[src/rtl/core/stuffed_frame_receiver_crc16_defines.svh]
// Assertion macros shared by the frame receiver RTL.
// Depends on nothing; the including module must have clk and arst_n in scope.
`ifndef STUFFED_FRAME_RECEIVER_CRC16_DEFINES_SVH
`define STUFFED_FRAME_RECEIVER_CRC16_DEFINES_SVH

// Condition must hold whenever the antecedent holds, in the same cycle.
`define SFR_ASSERT_IMPLIES(label, ante, cons, msg) \
	label: assert property (@(posedge clk) disable iff (!arst_n) (ante) |-> (cons)) \
		else $error(msg);

// Condition must hold in the cycle after the antecedent.
`define SFR_ASSERT_NEXT(label, ante, cons, msg) \
	label: assert property (@(posedge clk) disable iff (!arst_n) (ante) |=> (cons)) \
		else $error(msg);

`endif

[src/rtl/core/sfr_pkg.sv]
// Shared constants and types for the stuffed frame receiver.
// Depends on nothing; used by the CRC unit, the payload store and the top level.
package sfr_pkg;

	localparam int PAYLOAD_MAX = 64;
	localparam int ADDR_W      = (PAYLOAD_MAX > 1) ? $clog2(PAYLOAD_MAX) : 1;
	localparam int LEN_W       = 7;
	localparam int DLEN_HI_W   = 6;

	localparam logic [7:0]  MARK_START  = 8'h7E;
	localparam logic [7:0]  MARK_END    = 8'h7F;
	localparam logic [7:0]  MARK_ESC    = 8'h7D;
	localparam logic [7:0]  ESC_START   = 8'h5E;
	localparam logic [7:0]  ESC_ESC     = 8'h5D;
	localparam logic [7:0]  ESC_END     = 8'h5F;
	localparam logic [15:0] CRC_INIT    = 16'hFFFF;
	localparam logic [15:0] CRC_POLY    = 16'h1021;

	// Control word from the sequencer to the shared CRC shifter.
	typedef struct packed {
		logic init;
		logic load;
		logic shift;
	} crc_ctl_t;

endpackage

[src/rtl/core/stuffed_frame_receiver_crc16.sv]
// Top level of the byte-stuffed frame receiver with CRC-16/CCITT check.
// Depends on sfr_pkg, sfr_crc, sfr_store and stuffed_frame_receiver_crc16_defines.svh.
//
//   Channel | Handshake             | Fields
//   --------+-----------------------+----------------------------------------
//   rx      | rx_valid / rx_stall   | rx_byte
//   res     | res_valid / res_stall | frame_seq .. last_of_frame (six fields)
//
// A byte covered by the CRC (length, seq, flag, payload) is loaded into the CRC register
// on accept; the shared shifter then runs one bit per cycle, stalling the link. Marks,
// escapes, CRC bytes and idle bytes skip that loop; a good end mark starts the emit. A
// payload result needs a store read and an output load; an empty frame's single result
// needs only the load. A stalled output register holds the sequencer in its load step.
// Reset is asynchronous and returns the parser to waiting; the store keeps its contents.
`include "stuffed_frame_receiver_crc16_defines.svh"

module stuffed_frame_receiver_crc16 import sfr_pkg::*; (
	input  logic             clk,
	input  logic             arst_n,
	input  logic             rx_valid,
	output logic             rx_stall,
	input  logic [7:0]       rx_byte,
	output logic             res_valid,
	input  logic             res_stall,
	output logic [7:0]       frame_seq,
	output logic [7:0]       frame_flag,
	output logic [LEN_W-1:0] frame_length,
	output logic [7:0]       payload_byte,
	output logic             byte_valid,
	output logic             last_of_frame
);

	// Frame parse phase.
	typedef enum logic [8:0] {
		PH_WAIT   = 9'b000000001,
		PH_LEN_HI = 9'b000000010,
		PH_LEN_LO = 9'b000000100,
		PH_SEQ    = 9'b000001000,
		PH_FLAG   = 9'b000010000,
		PH_DATA   = 9'b000100000,
		PH_CRC_HI = 9'b001000000,
		PH_CRC_LO = 9'b010000000,
		PH_TAIL   = 9'b100000000
	} phase_t;

	// Sequencer: idle and ready, CRC bit loop, store read, output load.
	typedef enum logic [3:0] {
		S_IDLE = 4'b0001,
		S_CRC  = 4'b0010,
		S_RD   = 4'b0100,
		S_LD   = 4'b1000
	} seq_t;

	seq_t                 seq_q;
	phase_t               phase_q;
	logic                 esc_q;
	logic [DLEN_HI_W-1:0] len_hi_q;
	logic [LEN_W-1:0]     len_q;
	logic [LEN_W-1:0]     bytes_rcv_q;
	logic [15:0]          rcrc_q;
	logic [7:0]           seq_held_q;
	logic [7:0]           flag_held_q;
	logic [2:0]           bit_cnt_q;
	logic [LEN_W-1:0]     emit_idx_q;

	logic                 res_valid_q;
	logic [7:0]           res_seq_q;
	logic [7:0]           res_flag_q;
	logic [LEN_W-1:0]     res_len_q;
	logic [7:0]           res_byte_q;
	logic                 res_bv_q;
	logic                 res_last_q;

	logic                 rx_take;
	logic                 is_start;
	logic                 is_end;
	logic                 is_data;
	logic [7:0]           eff_byte;
	logic                 crc_byte;
	logic [13:0]          full_len;
	logic [LEN_W-1:0]     bytes_inc;
	logic                 frame_ok;
	logic                 slot_free;
	logic                 last_emit;
	logic                 st_wr;
	logic                 st_rd;
	logic [7:0]           st_rdata;
	logic [15:0]          crc_val;
	crc_ctl_t             crc_ctl;

	assign rx_stall = (seq_q != S_IDLE);
	assign rx_take  = rx_valid && !rx_stall;

	// Mark and escape decode on the raw byte. A raw start mark clears a pending escape,
	// a raw end mark leaves it pending for the next ordinary byte.
	assign is_start = (rx_byte == MARK_START);
	assign is_end   = (rx_byte == MARK_END);
	assign is_data  = !is_start && !is_end && (esc_q || (rx_byte != MARK_ESC));

	always_comb begin
		eff_byte = rx_byte;
		if (esc_q) begin
			case (rx_byte)
				ESC_START: eff_byte = MARK_START;
				ESC_ESC:   eff_byte = MARK_ESC;
				ESC_END:   eff_byte = MARK_END;
				default:   eff_byte = rx_byte;
			endcase
		end
	end

	// Header and payload bytes are covered by the CRC; CRC bytes and idle bytes are not.
	assign crc_byte = is_data && ((phase_q == PH_LEN_HI) || (phase_q == PH_LEN_LO) ||
		(phase_q == PH_SEQ) || (phase_q == PH_FLAG) || (phase_q == PH_DATA));

	assign full_len  = {len_hi_q, eff_byte};
	assign bytes_inc = bytes_rcv_q + LEN_W'(1);
	assign frame_ok  = (phase_q == PH_TAIL) && (crc_val == rcrc_q);

	assign slot_free = !res_valid_q || !res_stall;
	assign last_emit = (len_q == '0) || ((emit_idx_q + LEN_W'(1)) == len_q);

	assign st_wr = rx_take && is_data && (phase_q == PH_DATA) && (bytes_rcv_q < len_q);
	assign st_rd = (seq_q == S_RD);

	always_comb begin
		crc_ctl       = '0;
		crc_ctl.init  = rx_take && is_start;
		crc_ctl.load  = rx_take && crc_byte;
		crc_ctl.shift = (seq_q == S_CRC);
	end

	sfr_crc u_crc (
		.clk    (clk),
		.arst_n (arst_n),
		.ctl    (crc_ctl),
		.data   (eff_byte),
		.crc    (crc_val)
	);

	sfr_store u_store (
		.clk     (clk),
		.wr_en   (st_wr),
		.wr_addr (bytes_rcv_q[ADDR_W-1:0]),
		.wr_data (eff_byte),
		.rd_en   (st_rd),
		.rd_addr (emit_idx_q[ADDR_W-1:0]),
		.rd_data (st_rdata)
	);

	// Parser state, advanced once per accepted byte.
	always_ff @(posedge clk or negedge arst_n) begin
		if (!arst_n) begin
			phase_q     <= PH_WAIT;
			esc_q       <= 1'b0;
			len_hi_q    <= '0;
			len_q       <= '0;
			bytes_rcv_q <= '0;
			rcrc_q      <= '0;
			seq_held_q  <= '0;
			flag_held_q <= '0;
		end else if (rx_take) begin
			if (is_start) begin
				phase_q     <= PH_LEN_HI;
				esc_q       <= 1'b0;
				bytes_rcv_q <= '0;
			end else if (is_end) begin
				phase_q <= PH_WAIT;
			end else if (!is_data) begin
				esc_q <= 1'b1;
			end else begin
				esc_q <= 1'b0;
				case (phase_q)
					PH_LEN_HI: begin
						len_hi_q <= eff_byte[DLEN_HI_W-1:0];
						phase_q  <= PH_LEN_LO;
					end
					PH_LEN_LO: begin
						// An overlong declared length drops the frame right here.
						len_q <= full_len[LEN_W-1:0];
						if (full_len > 14'(PAYLOAD_MAX)) begin
							phase_q <= PH_WAIT;
						end else begin
							phase_q <= PH_SEQ;
						end
					end
					PH_SEQ: begin
						seq_held_q <= eff_byte;
						phase_q    <= PH_FLAG;
					end
					PH_FLAG: begin
						flag_held_q <= eff_byte;
						bytes_rcv_q <= '0;
						phase_q     <= (len_q != '0) ? PH_DATA : PH_CRC_HI;
					end
					PH_DATA: begin
						if (bytes_rcv_q < len_q) begin
							bytes_rcv_q <= bytes_inc;
							if (bytes_inc == len_q) begin
								phase_q <= PH_CRC_HI;
							end
						end else if (bytes_rcv_q == len_q) begin
							phase_q <= PH_CRC_HI;
						end
					end
					PH_CRC_HI: begin
						rcrc_q  <= {eff_byte, 8'h00};
						phase_q <= PH_CRC_LO;
					end
					PH_CRC_LO: begin
						rcrc_q  <= {rcrc_q[15:8], eff_byte};
						phase_q <= PH_TAIL;
					end
					default: begin
					end
				endcase
			end
		end
	end

	// Sequencer: the CRC bit loop after each covered byte, then the emit loop after a
	// good end mark, reading one payload entry and loading it into the output register.
	always_ff @(posedge clk or negedge arst_n) begin
		if (!arst_n) begin
			seq_q      <= S_IDLE;
			bit_cnt_q  <= '0;
			emit_idx_q <= '0;
		end else begin
			case (seq_q)
				S_IDLE: begin
					if (rx_take && crc_byte) begin
						seq_q     <= S_CRC;
						bit_cnt_q <= '0;
					end else if (rx_take && is_end && frame_ok) begin
						emit_idx_q <= '0;
						seq_q      <= (len_q == '0) ? S_LD : S_RD;
					end
				end
				S_CRC: begin
					bit_cnt_q <= bit_cnt_q + 3'd1;
					if (bit_cnt_q == 3'd7) begin
						seq_q <= S_IDLE;
					end
				end
				S_RD: begin
					seq_q <= S_LD;
				end
				S_LD: begin
					if (slot_free) begin
						if (last_emit) begin
							seq_q <= S_IDLE;
						end else begin
							emit_idx_q <= emit_idx_q + LEN_W'(1);
							seq_q      <= S_RD;
						end
					end
				end
				default: begin
					seq_q <= S_IDLE;
				end
			endcase
		end
	end

	// Output register.
	always_ff @(posedge clk or negedge arst_n) begin
		if (!arst_n) begin
			res_valid_q <= 1'b0;
		end else if ((seq_q == S_LD) && slot_free) begin
			res_valid_q <= 1'b1;
		end else if (!res_stall) begin
			res_valid_q <= 1'b0;
		end
	end

	always_ff @(posedge clk) begin
		if ((seq_q == S_LD) && slot_free) begin
			res_seq_q  <= seq_held_q;
			res_flag_q <= flag_held_q;
			res_len_q  <= len_q;
			res_byte_q <= (len_q == '0) ? 8'h00 : st_rdata;
			res_bv_q   <= (len_q != '0);
			res_last_q <= last_emit;
		end
	end

	assign res_valid     = res_valid_q;
	assign frame_seq     = res_seq_q;
	assign frame_flag    = res_flag_q;
	assign frame_length  = res_len_q;
	assign payload_byte  = res_byte_q;
	assign byte_valid    = res_bv_q;
	assign last_of_frame = res_last_q;

	`SFR_ASSERT_NEXT(a_crc_loop_ends, (seq_q == S_CRC) && (bit_cnt_q == 3'd7), seq_q == S_IDLE, "CRC bit loop ran past eight steps")
	`SFR_ASSERT_IMPLIES(a_data_count, phase_q == PH_DATA, bytes_rcv_q < len_q, "payload count reached length inside data phase")
	`SFR_ASSERT_IMPLIES(a_emit_index, seq_q == S_RD, emit_idx_q < len_q, "payload read beyond frame length")
	`SFR_ASSERT_NEXT(a_load_waits, (seq_q == S_LD) && !slot_free, (seq_q == S_LD) && res_valid_q, "result load skipped while output register full")

endmodule

[src/rtl/core/sfr_crc.sv]
// Bit-serial CRC-16/CCITT shifter holding the running CRC of the frame.
// Depends on sfr_pkg for the polynomial, the init value and the control struct.
module sfr_crc import sfr_pkg::*; (
	input  logic        clk,
	input  logic        arst_n,
	input  crc_ctl_t    ctl,
	input  logic [7:0]  data,
	output logic [15:0] crc
);

	logic [15:0] crc_q;
	logic [15:0] shifted;

	assign shifted = crc_q[15] ? ({crc_q[14:0], 1'b0} ^ CRC_POLY) : {crc_q[14:0], 1'b0};
	assign crc     = crc_q;

	always_ff @(posedge clk or negedge arst_n) begin
		if (!arst_n) begin
			crc_q <= CRC_INIT;
		end else if (ctl.init) begin
			crc_q <= CRC_INIT;
		end else if (ctl.load) begin
			crc_q <= crc_q ^ {data, 8'h00};
		end else if (ctl.shift) begin
			crc_q <= shifted;
		end
	end

endmodule

[src/rtl/core/sfr_store.sv]
// Payload store: one write port, one registered read port.
// Depends on sfr_pkg for the depth and address width.
module sfr_store import sfr_pkg::*; (
	input  logic              clk,
	input  logic              wr_en,
	input  logic [ADDR_W-1:0] wr_addr,
	input  logic [7:0]        wr_data,
	input  logic              rd_en,
	input  logic [ADDR_W-1:0] rd_addr,
	output logic [7:0]        rd_data
);

	logic [7:0] mem [PAYLOAD_MAX];
	logic [7:0] rd_data_q;

	always_ff @(posedge clk) begin
		if (wr_en) begin
			mem[wr_addr] <= wr_data;
		end
		if (rd_en) begin
			rd_data_q <= mem[rd_addr];
		end
	end

	assign rd_data = rd_data_q;

endmodule

[config.mk]
export PLATFORM = sky130hd
export DESIGN_NAME = stuffed_frame_receiver_crc16
export DESIGN_NICKNAME = d
export VERILOG_FILES = /design/src/rtl/core/sfr_pkg.sv /design/src/rtl/core/stuffed_frame_receiver_crc16.sv /design/src/rtl/core/sfr_crc.sv /design/src/rtl/core/sfr_store.sv
export VERILOG_INCLUDE_DIRS = /design/src /design/src/rtl/core
export SDC_FILE = /design/constraint.sdc
export NUM_CORES = 1
export LEC_CHECK = 0
export ABC_AREA = 1
export ABC_CLOCK_PERIOD_IN_PS = 6400
export BUFFER_PORTS_ARGS = -buffer_cell sky130_fd_sc_hd__buf_2
export CORE_UTILIZATION = 25
export DETAILED_ROUTE_END_ITERATION = 8
export SETUP_SLACK_MARGIN = 0.1
export SYNTH_ARGS = -nofsm -noshare
export SYNTH_HDL_FRONTEND = slang
export SYNTH_SLANG_ARGS = --single-unit
[constraint.sdc]
create_clock -name clk -period 6.4 [get_ports clk]
set_input_delay 0.64 -clock clk [delete_from_list [all_inputs] [get_ports clk]]
set_output_delay 0.64 -clock clk [all_outputs]
set_load 0.01 [all_outputs]
==> results.json, run 1 <==
{
  "cts_buffers": 66,
  "clkSlewWorstSetupHoldPaths_ns": 0.07,
  "fillers": 10700,
  "clock-root-buffer": "clkbuf_16",
  "postSynth.asyncResetShare_pct": 14.4,
  "ant_nets": 0,
  "endpoint_kind": "register",
  "ys_seq_area_share_pct": 70.5,
  "drtIter0Drc": 2196,
  "grt_pass1_vias": 17000,
  "worstSkewPairLatency_ns": 0.61,
  "drive_above_1_share_pct": 10.2,
  "synth_cell_types": 50,
  "wl_um": 72200,
  "slew_headroom_pct": 17.7,
  "grt_pass1_wl_um": 108000,
  "fp.coreArea_um2": 106000,
  "postLayoutCoreUtil_pct": 28.9,
  "io_buffer_count": 46,
  "min_period_ns": 3.43,
  "cts_tree": "done",
  "met1_length_um": 31400,
  "ctsLongestPathBuffers": 3,
  "arrival_ns": 3.80,
  "synth.area.top_cells": "edfxtp_1 62%, dfrtp_1 7.0%, o21ai_0 5.8%, nor2_1 5.5%, nand2_1 3.1%",
  "final_cells": 3685,
  "layout.nets": 2269,
  "cpMostUsedCell": "nand3_1",
  "hp-class": "primary input to register",
  "avgSynthCellArea_um2": 12.0,
  "place_hpwl_um": 42700,
  "outcome": "finished clean",
  "wire_per_inst_um": 19.6,
  "synth_seq_cells": 646,
  "worstPathRequired_ns": 6.77,
  "rows": 119,
  "p_per_area_nw_per_um2": 341,
  "antenna_found_initial": 0,
  "slew_violations": 0,
  "dr_wl_met3_um": 5440,
  "p_leak_uw": 0.0104,
  "setup_viol": 0,
  "gp_congestion": 0.883,
  "highest_layer": "met4",
  "syn_area_um2": 26900,
  "area_growth_pct": 13.9,
  "h-tree-depth": 3,
  "cp_slowest_stage_delay_ns": 0.73,
  "overflow": 0,
  "yosysTopAreaCellShare_pct": 61.8,
  "ys.flop_type": "edfxtp_1",
  "synth_edf_count": 553,
  "wl_met2_um": 32800,
  "criticalPathCategory": "register to register",
  "max_freq_mhz": 291,
  "fp.dieArea_um2": 109000,
  "io_pins": 47,
  "dieWidth_um": 330,
  "drtPass1Iterations": 6,
  "critPathSlowestCell": "dfrtp_4",
  "clock-sinks": 646,
  "peakVddDrop_mv": 0.185,
  "drcViolationCount": 0,
  "rsz0062_at_grt": "false",
  "num_vias": 17800,
  "grt_max_degree": 189,
  "netlist_instances": 2247,
  "yosys_warnings": 0,
  "synth_area_leader_cell": "edfxtp_1",
  "post-cts-setup-buffers": 0,
  "path_max_fanout": 75,
  "tns_ns": 0,
  "worstMarginPinSlew_ns": 1.23,
  "track_usage_pct": 13.1,
  "n_antenna_cell": 0,
  "dp.cells": 3568,
  "drv_cap": 0,
  "initial_utilization_pct": 25.4,
  "start_kind": "register",
  "viasPerCell": 4.84,
  "final_hold_viol_count": 0,
  "path_cells": "clkinv_2, buf_4, o21ai_0, o22ai_1, o211ai_1, nand3_1, nand3_1, nand2_1",
  "power_uw": 10400,
  "die_h_um": 330,
  "syn_nets": 2270,
  "skew_ns": 0.0308,
  "period_share_pct": 53.7
}
## per-stage QoR
| stage | setup slack, ns | area (µm²) | hold WS (ns) |
|---|---|---|---|
| 2_1_floorplan | 3.45 | 26900 | 0.344 |
| 3_3_place_gp | 2.56 | 28500 | 0.430 |
| 3_5_place_dp | 2.51 | 28500 | 0.434 |
| 4_1_cts | 3.04 | 30600 | 0.323 |
| 5_1_grt | 2.76 | 30600 | 0.354 |
| 6_report | 2.97 | 30600 | 0.343 |
## flip-flops by register name (all words and copies together), names as in the netlist, 3 cells and up
name and flops:
u_store.mem 512, rcrc_q 16, u_crc.crc 16, phase_q 9, flag_held_q 8, frame_flag 8
frame_seq 8, payload_byte 8, seq_held_q 8, u_store.rd_data 8, bytes_rcv_q 7, emit_idx_q 7
frame_length 7, len_q 7, len_hi_q 6, seq_q 4, bit_cnt_q 3
## synth_stat cells (2+ instances only)
master and number:
o22ai_1 74, nor4_1 2, xnor2_1 14, buf_2 20, or2_2 3, o21ai_0 312
a31oi_1 3, buf_6 2, nor3_2 2, nand3_1 116, nand4_1 8, nand2_1 220
nor2_2 2, nand3_2 7, buf_1 5, xor2_1 5, nor3_1 13, nor2_8 3
nand2_2 8, o21ai_2 4, clkbuf_1 107, dfrtp_1 75, edfxtp_1 553, inv_2 4
o21ai_1 9, nor2_4 4, o211ai_1 65, a21oi_1 20, o221ai_1 64, dfstp_2 18
a22o_1 2, o21a_1 2, ha_1 11, inv_1 83, inv_4 2, nor2_1 391
## metal layers
metal	up-vias	GRT usage [%]
met5	-	0
met2	763	20.3
met4	0	4.73
met3	166	2.44
li1	8196	-
met1	8714	18.2
## worst max-delay path, delay by kind of cell, from the launching register on
family                 cells  cell delay, ns
buffers and inverters      2            1.30
AO/OA/AOI/OAI              3            0.58
flip-flops                 1            0.73
AND/OR/NAND/NOR            3            0.52
## final timing paths
check	from	end	slack, ns	cells after the start
setup reg to reg	emit_idx_q[1]$_DFFE_PN0P_	u_store.rd_data[3]$_DFFE_PP_	2.97	8
hold / removal	res_stall	res_valid$_DFFE_PN0P_	0.34	3
setup / recovery	emit_idx_q[1]$_DFFE_PN0P_	u_store.rd_data[3]$_DFFE_PP_	2.97	8
max in group asynchronous	arst_n	phase_q[4]$_DFFE_PN0P_	4.70	3
hold reg to reg	seq_held_q[6]$_DFFE_PN0P_	frame_seq[6]$_DFFE_PP_	0.44	0
min in group asynchronous	arst_n	flag_held_q[2]$_DFFE_PN0P_	0.46	2
## cells by family after synthesis
kind of cell               count (synthesis)  share of synthesized area, %
adders and majority gates                 11                         0.512
buffers and inverters                    226                          3.34
AOI/OAI and AO/OA                        559                          12.4
xor gates and xnor gates                  19                         0.619
DFF                                      646                          70.5
and+or+nand+nor                          786                          12.5
## cell usage in the layout, fill, tap and decap left out, types with 3 or more instances in the layout
| master | count |
|---|---|
| nand3_2 | 7 |
| clkinvlp_4 | 3 |
| nand2_1 | 220 |
| clkbuf_16 | 67 |
| nand3_1 | 116 |
| edfxtp_1 | 553 |
| buf_4 | 19 |
| clkbuf_1 | 12 |
| a31oi_1 | 3 |
| buf_2 | 45 |
| dfstp_2 | 18 |
| clkinv_2 | 13 |
| xor2_1 | 5 |
| nor2_4 | 4 |
| nor3_1 | 13 |
| xnor2_1 | 14 |
| nor2_8 | 3 |
| clkbuf_8 | 7 |
| ha_1 | 11 |
| a21oi_1 | 19 |
| or2_2 | 3 |
| nand2_2 | 8 |
| dfrtp_1 | 72 |
| nand4_1 | 8 |
| inv_2 | 4 |
| nor2_1 | 391 |
| o221ai_1 | 64 |
| o211ai_1 | 65 |
| o22ai_1 | 74 |
| inv_6 | 5 |
| inv_1 | 80 |
| o21ai_0 | 312 |
| o21ai_2 | 4 |
| clkinv_1 | 8 |
| o21ai_1 | 9 |
| bufinv_16 | 4 |
## layout make-up
type,count,area [µm²],area share [%]
inverters,90,350,1.15
clock inverters,30,268,0.875
clock buffers,86,1820,5.94
well taps,1391,1740,5.69
multi-input cells,1375,7040,23.0
repair buffers,67,418,1.37
flip-flops and latches,646,19000,62.0
## power by group
group | internal, µW | switching (µW) | leakage (µW) | total, µW
sequential | 4800 | 206 | 0.00615 | 5010
combinational | 486 | 1180 | 0.00321 | 1660
clock | 2170 | 1600 | 0.00102 | 3770
total | 7460 | 2980 | 0.0104 | 10400
## repair_timing
action / in CTS / in global routing
gates resized for setup: 0 / 0
hold buffers: 1 / 0
hold endpoints to repair: 19 / 0
Power figures use the tool's default switching activity.
==> run 2, diff against run 1 <==
--- a/config.mk
+++ b/config.mk
@@ -7,7 +7,7 @@
 export NUM_CORES = 1
 export LEC_CHECK = 0
 export ABC_AREA = 1
-export ABC_CLOCK_PERIOD_IN_PS = 6400
+export ABC_CLOCK_PERIOD_IN_PS = 3450
 export BUFFER_PORTS_ARGS = -buffer_cell sky130_fd_sc_hd__buf_2
 export CORE_UTILIZATION = 25
 export DETAILED_ROUTE_END_ITERATION = 8
==> constraint.sdc (replaced) <==
create_clock -name clk -period 3.45 [get_ports clk]
set_input_delay 0.345 -clock clk [delete_from_list [all_inputs] [get_ports clk]]
set_output_delay 0.345 -clock clk [all_outputs]
set_load 0.01 [all_outputs]
==> results.json, run 2 (synthesis gave the netlist of run 1 again) <==
{
  "reg2reg_slack_ns": 0.50,
  "tns_ns": 0,
  "io_buffer_count": 46,
  "fillers": 10600,
  "endpoint_kind": "register",
  "gp_congestion": 0.886,
  "n_antenna_cell": 0,
  "fp.dieArea_um2": 109000,
  "fp.coreArea_um2": 106000,
  "drive_above_1_share_pct": 14.6,
  "layout.nets": 2375,
  "layout_common_cells": "553 x edfxtp_1, 391 x nor2_1, 312 x o21ai_0",
  "crit_end": "u_store.mem[30][7]$_DFFE_PP_",
  "p_per_area_nw_per_um2": 632,
  "cp-startpoint": "len_q[2]$_DFFE_PN0P_",
  "largest-register": "u_store.mem",
  "drv_cap": 0,
  "num_vias": 18400,
  "period_share_pct": 85.5,
  "start_kind": "register",
  "cts_buffers": 68,
  "worstPathRequired_ns": 3.75,
  "timing.rr.start": "len_q[2]$_DFFE_PN0P_",
  "outcome": "finished clean",
  "slew_violations": 0,
  "clock-sinks": 646,
  "criticalPathCategory": "register to register",
  "largest_reg_flops": 512,
  "clock-root-buffer": "clkbuf_16",
  "peakVddDrop_mv": 0.407,
  "drtIter0Drc": 2262,
  "p_leak_uw": 0.0111,
  "ctsResizeCount": 0,
  "clkSlewWorstSetupHoldPaths_ns": 0.06,
  "grt_pass1_vias": 17900,
  "hp-class": "primary input to register",
  "die_h_um": 330,
  "antenna_found_initial": 1,
  "grt_pass1_wl_um": 112000,
  "mostFrequentLayoutCell": "edfxtp_1",
  "area_growth_pct": 17.8,
  "min_period_ns": 2.95,
  "ant_nets": 0,
  "post-cts-setup-buffers": 0,
  "initial_utilization_pct": 25.4,
  "drcViolationCount": 0,
  "arrival_ns": 3.25,
  "ctsHoldBuffers": 1,
  "cts_tree": "done",
  "path_max_fanout": 8,
  "ctsLongestPathBuffers": 3,
  "worstSkewPairLatency_ns": 0.61,
  "io_pins": 47,
  "viasPerCell": 4.85,
  "h-tree-depth": 3,
  "grt_max_degree": 162,
  "place_hpwl_um": 46500,
  "rsz0062_at_grt": "false",
  "max_freq_mhz": 339,
  "setup_viol": 0,
  "skew_ns": 0.0236,
  "worstMarginPinSlew_ns": 1.11,
  "wire_per_inst_um": 19.7,
  "dp.cells": 3672,
  "wl_um": 74900,
  "final_cells": 3799,
  "worstReg2RegEnd": "u_store.mem[30][7]$_DFFE_PP_",
  "dieWidth_um": 330,
  "drtPass1Iterations": 6,
  "ff2ff_path_depth": 13,
  "rows": 119,
  "final_hold_viol_count": 0,
  "slew_headroom_pct": 25.9,
  "overflow": 0,
  "track_usage_pct": 13.6
}
[run 2: cell types whose count changed in the layout (fill, tap and decap cells not counted), sizes merged]
cell and change:
clkinv +7, bufinv +4, buf +104, inv +4, clkbuf -7, clkinvlp +2
[run 2: power breakdown]
part	internal (µW)	total, µW	switching, µW
registers	8900	9170	266
clock network	4440	7550	3110
logic	998	3280	2280
total	14300	20000	5660
[run 2: through the flow]
step                cell area, µm²  total power, µW  utilization, %  hold WS [ns]  setup WS (ns)
finish                       31700            20000            29.9        0.0439          0.501
global route                 31700            20800            29.9        0.0332          0.366
CTS                          31700            20100            29.9        0.0190          0.524
detailed placement           29300            12600            27.7         0.435          0.547
global placement             29300            12600            27.7         0.432          0.508
floorplan                    26900            11400               -        0.0494          0.503
[run 2: cell type report]
class / instances / area, µm² / area share (%)
tap: 1391 / 1740 / 5.50
timing repair buffer: 171 / 1260 / 3.98
inverter: 90 / 349 / 1.10
multi-input combinational: 1375 / 7040 / 22.2
clock buffer: 79 / 1830 / 5.77
sequential: 646 / 19000 / 59.9
clock inverter: 47 / 480 / 1.52
[run 2: how the worst min path moves through the flow]
stage                                     from                  endpoint  slack [ns]  cells after the start
finish                               res_stall     res_valid$_DFFE_PN0P_        0.04                      3
global route                         res_stall     res_valid$_DFFE_PN0P_        0.03                      3
CTS                                  res_stall     res_valid$_DFFE_PN0P_        0.02                      3
detailed placement   seq_held_q[0]$_DFFE_PN0P_    frame_seq[0]$_DFFE_PP_        0.43                      0
global placement    flag_held_q[2]$_DFFE_PN0P_   frame_flag[2]$_DFFE_PP_        0.43                      0
floorplan                               arst_n  bit_cnt_q[0]$_DFFE_PN0P_        0.05                      0
[run 2: metal layers]
layer	routed length, µm	track usage (%)
met5	10	0
met4	2210	4.31
met3	5660	2.35
met2	35200	21.8
met1	31800	18.6
[run 2: critical path: stages, from the launching register on]
cell and delay [ns]:
dfrtp_1 0.41, inv_1 0.11, ha_1 0.35, a21oi_1 0.15, o21ai_0 0.09, nand2_1 0.06
nand2_1 0.11, nor2_1 0.17, nand2_2 0.12, nor2_4 0.28, nand2_1 0.26, buf_4 0.23
nor2_1 0.10, buf_4 0.21
